File: src/stack_with_middle_ops_unit_assert.svh
// Assertion macros shared by the stack design
`ifndef STACK_WITH_MIDDLE_OPS_UNIT_ASSERT_SVH
`define STACK_WITH_MIDDLE_OPS_UNIT_ASSERT_SVH

// The consequent must hold in the same cycle as the trigger
`define ASSERT_SAME(label, clk, rstn, trig, cons, msg) \
    label: assert property (@(posedge clk) disable iff (!rstn) (trig) |-> (cons)) \
        else $error(msg);

// The consequent must hold in the cycle after the trigger
`define ASSERT_NEXT(label, clk, rstn, trig, cons, msg) \
    label: assert property (@(posedge clk) disable iff (!rstn) (trig) |=> (cons)) \
        else $error(msg);

`endif

File: src/swmo_pkg.sv
package swmo_pkg;

    localparam int unsigned DEPTH   = 64;
    localparam int unsigned AW      = $clog2(DEPTH);
    localparam int unsigned CW      = $clog2(DEPTH + 1);
    localparam int unsigned FILL_W  = 7;

    typedef enum logic [1:0] {
        CMD_PUSH   = 2'd0,
        CMD_POP    = 2'd1,
        CMD_FIND   = 2'd2,
        CMD_DELETE = 2'd3
    } cmd_t;

    typedef enum logic [1:0] {
        ST_OK    = 2'd0,
        ST_EMPTY = 2'd1,
        ST_FULL  = 2'd2
    } status_t;

    // Result bundle from the stack engine to the output stage
    typedef struct packed {
        logic [31:0]       read_value;
        status_t           status;
        logic [FILL_W-1:0] fill_count;
    } result_t;

endpackage

File: src/swmo_engine.sv
// Stack engine: one synchronous memory, one command at a time
module swmo_engine
    import swmo_pkg::*;
(
    input  logic        aclk,
    input  logic        aresetn,
    input  logic        start,
    input  cmd_t        cmd,
    input  logic [31:0] push_value,
    output logic        busy,
    output logic        done,
    output result_t     result
);

    typedef enum logic [4:0] {
        S_IDLE  = 5'b00001,
        S_READ  = 5'b00010,
        S_SHIFT = 5'b00100,
        S_WRITE = 5'b01000,
        S_DONE  = 5'b10000
    } state_t;

    state_t             state_reg, state_next;
    logic [CW-1:0]      count_reg, count_next;
    logic [CW-1:0]      idx_reg, idx_next;
    cmd_t               cmd_reg, cmd_next;
    logic [31:0]        rdval_reg, rdval_next;
    status_t            st_reg, st_next;

    logic [31:0]        mem [DEPTH];
    logic [AW-1:0]      rd_addr;
    logic [31:0]        rd_data;
    logic               wr_en;
    logic [AW-1:0]      wr_addr;
    logic [31:0]        wr_data;

    // Storage, one write and one registered read port
    always_ff @(posedge aclk) begin
        if (wr_en) begin
            mem[wr_addr] <= wr_data;
        end
        rd_data <= mem[rd_addr];
    end

    // Sequencer
    always_comb begin
        state_next = state_reg;
        count_next = count_reg;
        idx_next   = idx_reg;
        cmd_next   = cmd_reg;
        rdval_next = rdval_reg;
        st_next    = st_reg;
        rd_addr    = idx_reg[AW-1:0];
        wr_en      = 1'b0;
        wr_addr    = idx_reg[AW-1:0];
        wr_data    = push_value;
        unique case (state_reg)
            S_IDLE: begin
                if (start) begin
                    cmd_next   = cmd;
                    rdval_next = '0;
                    st_next    = ST_OK;
                    state_next = S_DONE;
                    case (cmd)
                        CMD_PUSH: begin
                            if (count_reg >= CW'(DEPTH)) begin
                                st_next = ST_FULL;
                            end else begin
                                wr_en      = 1'b1;
                                wr_addr    = count_reg[AW-1:0];
                                count_next = count_reg + 1'b1;
                            end
                        end
                        default: begin
                            if (count_reg == '0) begin
                                st_next = ST_EMPTY;
                                if (cmd != CMD_DELETE) begin
                                    rdval_next = '1;
                                end
                            end else if (cmd == CMD_POP) begin
                                idx_next   = count_reg - 1'b1;
                                count_next = count_reg - 1'b1;
                                state_next = S_READ;
                            end else if (cmd == CMD_FIND) begin
                                idx_next   = count_reg >> 1;
                                state_next = S_READ;
                            end else begin
                                // Close the gap: copy each entry above the middle down
                                idx_next = count_reg >> 1;
                                if ((count_reg >> 1) + 1'b1 < count_reg) begin
                                    state_next = S_SHIFT;
                                end
                                count_next = count_reg - 1'b1;
                            end
                        end
                    endcase
                end
            end
            S_READ: begin
                state_next = S_WRITE;
            end
            S_SHIFT: begin
                // Fetch the entry above the current hole
                rd_addr    = AW'(idx_reg + 1'b1);
                state_next = S_WRITE;
            end
            S_WRITE: begin
                if (cmd_reg == CMD_DELETE) begin
                    wr_en   = 1'b1;
                    wr_data = rd_data;
                    idx_next = idx_reg + 1'b1;
                    // count already decremented: last hole index is count_reg - 1
                    state_next = (idx_reg + 1'b1 < count_reg) ? S_SHIFT : S_DONE;
                end else begin
                    rdval_next = rd_data;
                    state_next = S_DONE;
                end
            end
            S_DONE: begin
                state_next = S_IDLE;
            end
            default: state_next = S_IDLE;
        endcase
    end

    always_ff @(posedge aclk) begin
        if (!aresetn) begin
            state_reg <= S_IDLE;
            count_reg <= '0;
        end else begin
            state_reg <= state_next;
            count_reg <= count_next;
        end
        idx_reg   <= idx_next;
        cmd_reg   <= cmd_next;
        rdval_reg <= rdval_next;
        st_reg    <= st_next;
    end

    assign busy              = (state_reg != S_IDLE);
    assign done              = (state_reg == S_DONE);
    assign result.read_value = rdval_reg;
    assign result.status     = st_reg;
    assign result.fill_count = FILL_W'(count_reg);

endmodule

File: src/stack_with_middle_ops_unit.sv
// Bounded stack of 64 signed words with push, pop, find-middle and
// delete-middle. s_tdata = {push_value, cmd}; m_tdata = {fill_count, status,
// read_value}. One command at a time: s_tready stays low from a transfer in
// until its result has left on the master side. For a push, for any empty or
// full case and for a delete with nothing to move, the engine goes straight to
// its done state; pop and find pass through a read and a write state (one
// memory read through the registered port). A delete-middle passes through a
// shift and a write state for each entry moved down, since the single memory
// copies one word at a time through its registered read port. The result is
// then offered from the output register.
module stack_with_middle_ops_unit
    import swmo_pkg::*;
(
    input  logic        aclk,
    input  logic        aresetn,
    input  logic        s_tvalid,
    output logic        s_tready,
    input  logic [39:0] s_tdata,   // [1:0] cmd, [33:2] push_value, zero pad
    output logic        m_tvalid,
    input  logic        m_tready,
    output logic [47:0] m_tdata    // [31:0] read_value, [33:32] status, [40:34] fill_count
);

`include "stack_with_middle_ops_unit_assert.svh"

    logic    busy, done;
    result_t result;
    result_t out_reg;
    logic    mvalid_reg;
    logic    start;

    assign s_tready = !busy && !mvalid_reg;
    assign start    = s_tvalid && s_tready;

    swmo_engine u_engine (
        .aclk       (aclk),
        .aresetn    (aresetn),
        .start      (start),
        .cmd        (cmd_t'(s_tdata[1:0])),
        .push_value (s_tdata[33:2]),
        .busy       (busy),
        .done       (done),
        .result     (result)
    );

    // Output register
    always_ff @(posedge aclk) begin
        if (!aresetn) begin
            mvalid_reg <= 1'b0;
        end else if (done) begin
            mvalid_reg <= 1'b1;
        end else if (m_tready) begin
            mvalid_reg <= 1'b0;
        end
        if (done) begin
            out_reg <= result;
        end
    end

    assign m_tvalid = mvalid_reg;
    assign m_tdata  = {7'd0, out_reg.fill_count, out_reg.status, out_reg.read_value};

    `ASSERT_SAME(a_no_accept_busy, aclk, aresetn, busy, !s_tready, "accepted while busy")
    `ASSERT_NEXT(a_done_valid, aclk, aresetn, done, m_tvalid, "result lost")
    `ASSERT_SAME(a_fill_range, aclk, aresetn, m_tvalid, m_tdata[40:34] <= 7'(DEPTH),
        "fill count out of range")

endmodule

File: config.mk
export PLATFORM = sky130hd
export DESIGN_NAME = stack_with_middle_ops_unit
export DESIGN_NICKNAME = d
export VERILOG_FILES = /design/src/swmo_pkg.sv /design/src/swmo_engine.sv /design/src/stack_with_middle_ops_unit.sv
export VERILOG_INCLUDE_DIRS = /design/src /design/src/src
export SDC_FILE = /design/constraint.sdc
export NUM_CORES = 2
export LEC_CHECK = 0
export BUFFER_PORTS_ARGS = -buffer_cell sky130_fd_sc_hd__buf_2
export CORE_MARGIN = 2
export CORE_UTILIZATION = 40
export DETAILED_ROUTE_END_ITERATION = 10
export PLACE_DENSITY_LB_ADDON = 0.3
export SYNTH_ARGS = -nofsm -noshare
export SYNTH_HDL_FRONTEND = slang
export SYNTH_SLANG_ARGS = --single-unit
File: constraint.sdc
create_clock -name aclk -period 10.35 [get_ports aclk]
set_input_delay 2.07 -clock aclk [delete_from_list [all_inputs] [get_ports aclk]]
set_output_delay 2.07 -clock aclk [all_outputs]
set_load 0.005 [all_outputs]
==> impl_metrics.py <==
metrics = {
    "synthesis": {
        "ys_warn_count": 0,
        "synthArstFlopShare_pct": 0,
        "syn_inst": 4569,
        "synth_top_family_by_area": "multiplexers",
        "yosys_register_bits": 2177,
        "syn_area_mm2": 0.0840,
        "syn_area_per_cell_um2": 18.4,
        "synthAdderAreaFrac_pct": 0.328,
        "synth_cell_types": 77,
        "synth-xor-area-share_pct": 0.270,
        "yosys.area_share.simple_pct": 6.00,
        "synth_ff_type": "edfxtp_1",
        "synth_mux_area_share_pct": 10.4,
        "synth-compound-area-share_pct": 4.07,
        "ys_seq_area_share_pct": 77.3,
        "synth_edf_count": 2132,
    },
    "global_route": {
        "grt_usage_pct": 20.4,
        "grt_max_degree": 113,
        "antenna_found_initial": 19,
        "grt_pass1_wl_um": 313000,
        "overflow": 0,
        "grt_pass1_vias": 43200,
    },
    "timing": {
        "final_max_slew_viol_count": 0,
        "worst_pin_slew_ps": 1360,
        "min_period_ps": 5490,
        "setup_viol": 0,
        "report.final.hold_viol_count": 0,
        "slew_headroom_pct": 9.26,
        "fmax_mhz": 182,
        "skew_ps": 38.2,
        "rsz0062_at_grt": "no",
        "tns_ps": 0,
        "period_share_pct": 53.1,
    },
    "cells_and_area": {
        "nFillCells": 17600,
        "seq_area_mm2": 0.0649,
        "postLayoutCoreUtil_pct": 45.6,
        "nNetsFinal": 4815,
        "multi_input_area_mm2": 0.0184,
        "largest_reg_flops": 2048,
        "reg_top3": "u_engine.mem x2048, m_tdata x41",
        "top_register": "u_engine.mem",
        "area_growth_pct": 13.5,
        "stdcell_count": 7743,
        "drive_gt1_share_pct": 19.9,
    },
    "placed_design": {
        "io_buffers": 80,
        "hpwl_um": 121000,
        "routabilityCongestion": 0.854,
        "dp.cells": 7337,
    },
    "route": {
        "drtIter0Drc": 5858,
        "remaining_drc_errors": 0,
        "firstDrtPassIters": 6,
        "avgRoutedWirePerCell_um": 28.4,
        "vias_per_cell": 5.77,
        "wirelength_um": 220000,
        "num_vias": 44700,
        "final_antenna_net_count": 0,
    },
    "setup_path": {
        "worstPathRequired_ps": 10830,
        "crit_type": "input pin to register",
        "reg2reg_from": "u_engine.idx_reg[1]",
        "r2r-end": "u_engine.rd_data[15]",
        "crit_path_max_incr_delay_ps": 730,
        "ff2ff_path_depth": 9,
        "start_kind": "input pin",
        "critPathMaxFanout": 23,
        "worstPathArrival_ps": 5970,
        "critPathCaptureType": "register",
        "path_cells": "buf_2 > inv_1 > ha_1 > nor3b_2 > buf_4 > mux2i_1 > nand2b_1 > nand2b_1 > nor2_4 > buf_4",
        "timing.reg2reg.setup_slack_ps": 5080,
        "slowest_stage": "mux2i_1",
    },
    "min_path": {
        "hp-class": "register to register",
        "hold_start": "u_engine.st_reg[1]",
        "min_path_cells": 0,
        "min_to": "m_tdata[33]",
    },
    "pwr": {
        "clockPowerShare_pct": 32.6,
        "power.leakage_uw": 0.0305,
        "p_int_uw": 16300,
        "p_switching_uw": 7180,
        "peakVddDrop_uv": 183,
        "power.density_mw_per_mm2": 246,
        "p_comb_share_pct": 23.7,
        "power_frac_seq_pct": 43.7,
        "switching_share_pct": 30.6,
    },
    "die": {
        "num_rows": 168,
        "start_util_pct": 40.2,
        "ios": 94,
        "core_mm2": 0.209,
        "dieArea_mm2": 0.214,
        "die_h_um": 462,
        "dieWidth_um": 462,
    },
    "cts": {
        "cts_inserted_buffers": 215,
        "cts_resized": 0,
        "path_clk_slew_ps": 60,
        "cts_post_setup_buffers_inserted": 0,
        "clockRootBuffer": "clkbuf_16",
        "clockBufferDepth": 3,
        "clock-sinks": 2177,
        "cts_tree": "done",
        "postCtsHoldBufs": 0,
        "clock_latency_ps": 860,
        "htreeDepth": 4,
    },
    "status": {
        "status": "completed",
    },
    "flow_run": {
        "cap_violations": 0,
    },
}
-- worst max-delay path, delay by kind of cell --
family                   cells  cell delay, ps
multiplexers                 1             730
buffers and inverters        4             960
AND/OR/NAND/NOR              4            1740
adder cells (fa/ha/maj)      1             400
-- cell usage after synthesis (all sizes together) (3+ instances only) --
cell	instances	area, um^2
a211oi	23	173
a21boi	6	45.1
a21o	32	240
a21oi	18	90.1
a221oi	20	175
a22o	6	52.6
a22oi	124	931
a311oi	5	43.8
a31oi	38	244
a32o	3	30.0
a32oi	76	666
and2	8	52.6
and3	42	263
and4	6	52.6
buf	146	842
clkbuf	115	435
dfxtp	45	901
edfxtp	2132	64000
ha	22	275
inv	15	56.3
mux2	37	417
mux2i	134	1340
mux4	311	7000
nand2	593	2230
nand2b	8	50.1
nand3	163	816
nand4	83	519
nor2	148	573
nor2b	3	18.8
nor3	24	180
nor4	3	18.8
o211ai	4	30.0
o21a	5	37.5
o21ai	75	375
o21bai	3	22.5
o221ai	3	26.3
o22ai	5	31.3
o31ai	5	37.5
or2	5	31.3
or4	23	173
xnor2	19	174
xor2	6	52.6
-- routing by layer --
layer	wire length (um)	share of wire, %	vias up	track usage [%]
li1	-	-	18700	-
met1	92600	42	23500	29.5
met2	104000	47	2060	32.2
met3	19600	8.9	317	3.73
met4	4440	2.0	10	4.78
met5	68	0.031	-	0
-- logic make-up (layout without fill, tap and decap cells) --
family,Yosys count,count (layout)
AOI/OAI and AO/OA,469,469
and+or+nand+nor,1117,1117
adders and majority gates,22,22
muxes,482,482
DFF,2177,2177
xor gates and xnor gates,25,25
buffers and inverters,276,637
other,1,9
-- placed cells by master (no fill, tap or decap), types with 45 or more instances in the layout --
cell | synthesis | final
buf_4 | 36 | 130
a22oi_1 | 124 | 124
clkbuf_16 | 0 | 215
clkbuf_1 | 114 | 48
mux2i_1 | 134 | 134
buf_2 | 85 | 80
nand2_1 | 590 | 590
clkinv_2 | 0 | 50
nand3_1 | 163 | 162
nand4_1 | 83 | 83
a32oi_1 | 76 | 75
o21ai_0 | 69 | 69
mux4_2 | 311 | 311
dfxtp_1 | 45 | 45
clkinv_1 | 0 | 45
nor2_4 | 2 | 68
edfxtp_1 | 2132 | 2132
nor2_1 | 145 | 78
-- power groups by stage --
stage	Clock, uW	Sequential, uW	Combinational, uW
floorplan	0	10200	3720
global placement	0	10400	5500
detailed placement	0	10400	5540
CTS	7750	10200	5560
global route	8090	10300	5950
finish	7630	10200	5570
-- how the worst max path moves through the flow --
stage | startpoint | to | slack (ps) | cells past startpoint
finish | s_tdata[0] | u_engine.mem[56][13] | 4860 | 10
global route | s_tdata[1] | u_engine.mem[56][13] | 4610 | 10
CTS | s_tdata[0] | u_engine.mem[56][3] | 5020 | 10
detailed placement | s_tdata[0] | u_engine.mem[56][12] | 4120 | 10
global placement | s_tdata[0] | u_engine.mem[56][12] | 4210 | 10
floorplan | s_tdata[0] | u_engine.mem[42][0] | 4790 | 9
-- stage by stage --
step	hold slack, ps	total power (uW)	setup slack (ps)	cell area, um^2
after detailed placement	405	16000	4120	88400
after global routing	422	24300	4610	95300
after global placement	404	15900	4210	88400
after floorplan	400	14000	4790	84000
final	411	23400	4860	95300
after CTS	418	23600	5020	95300
-- final cells by class --
class / count / share of cell area (%)
antenna: 2 / 0.00525
clock buffer: 276 / 6.02
clock inverter: 128 / 1.24
inverter: 15 / 0.0591
multi-input combinational: 2122 / 19.3
sequential: 2177 / 68.1
tap: 2805 / 3.68
timing repair buffer: 218 / 1.61
Note: power is estimated with default switching activity, not from simulation.
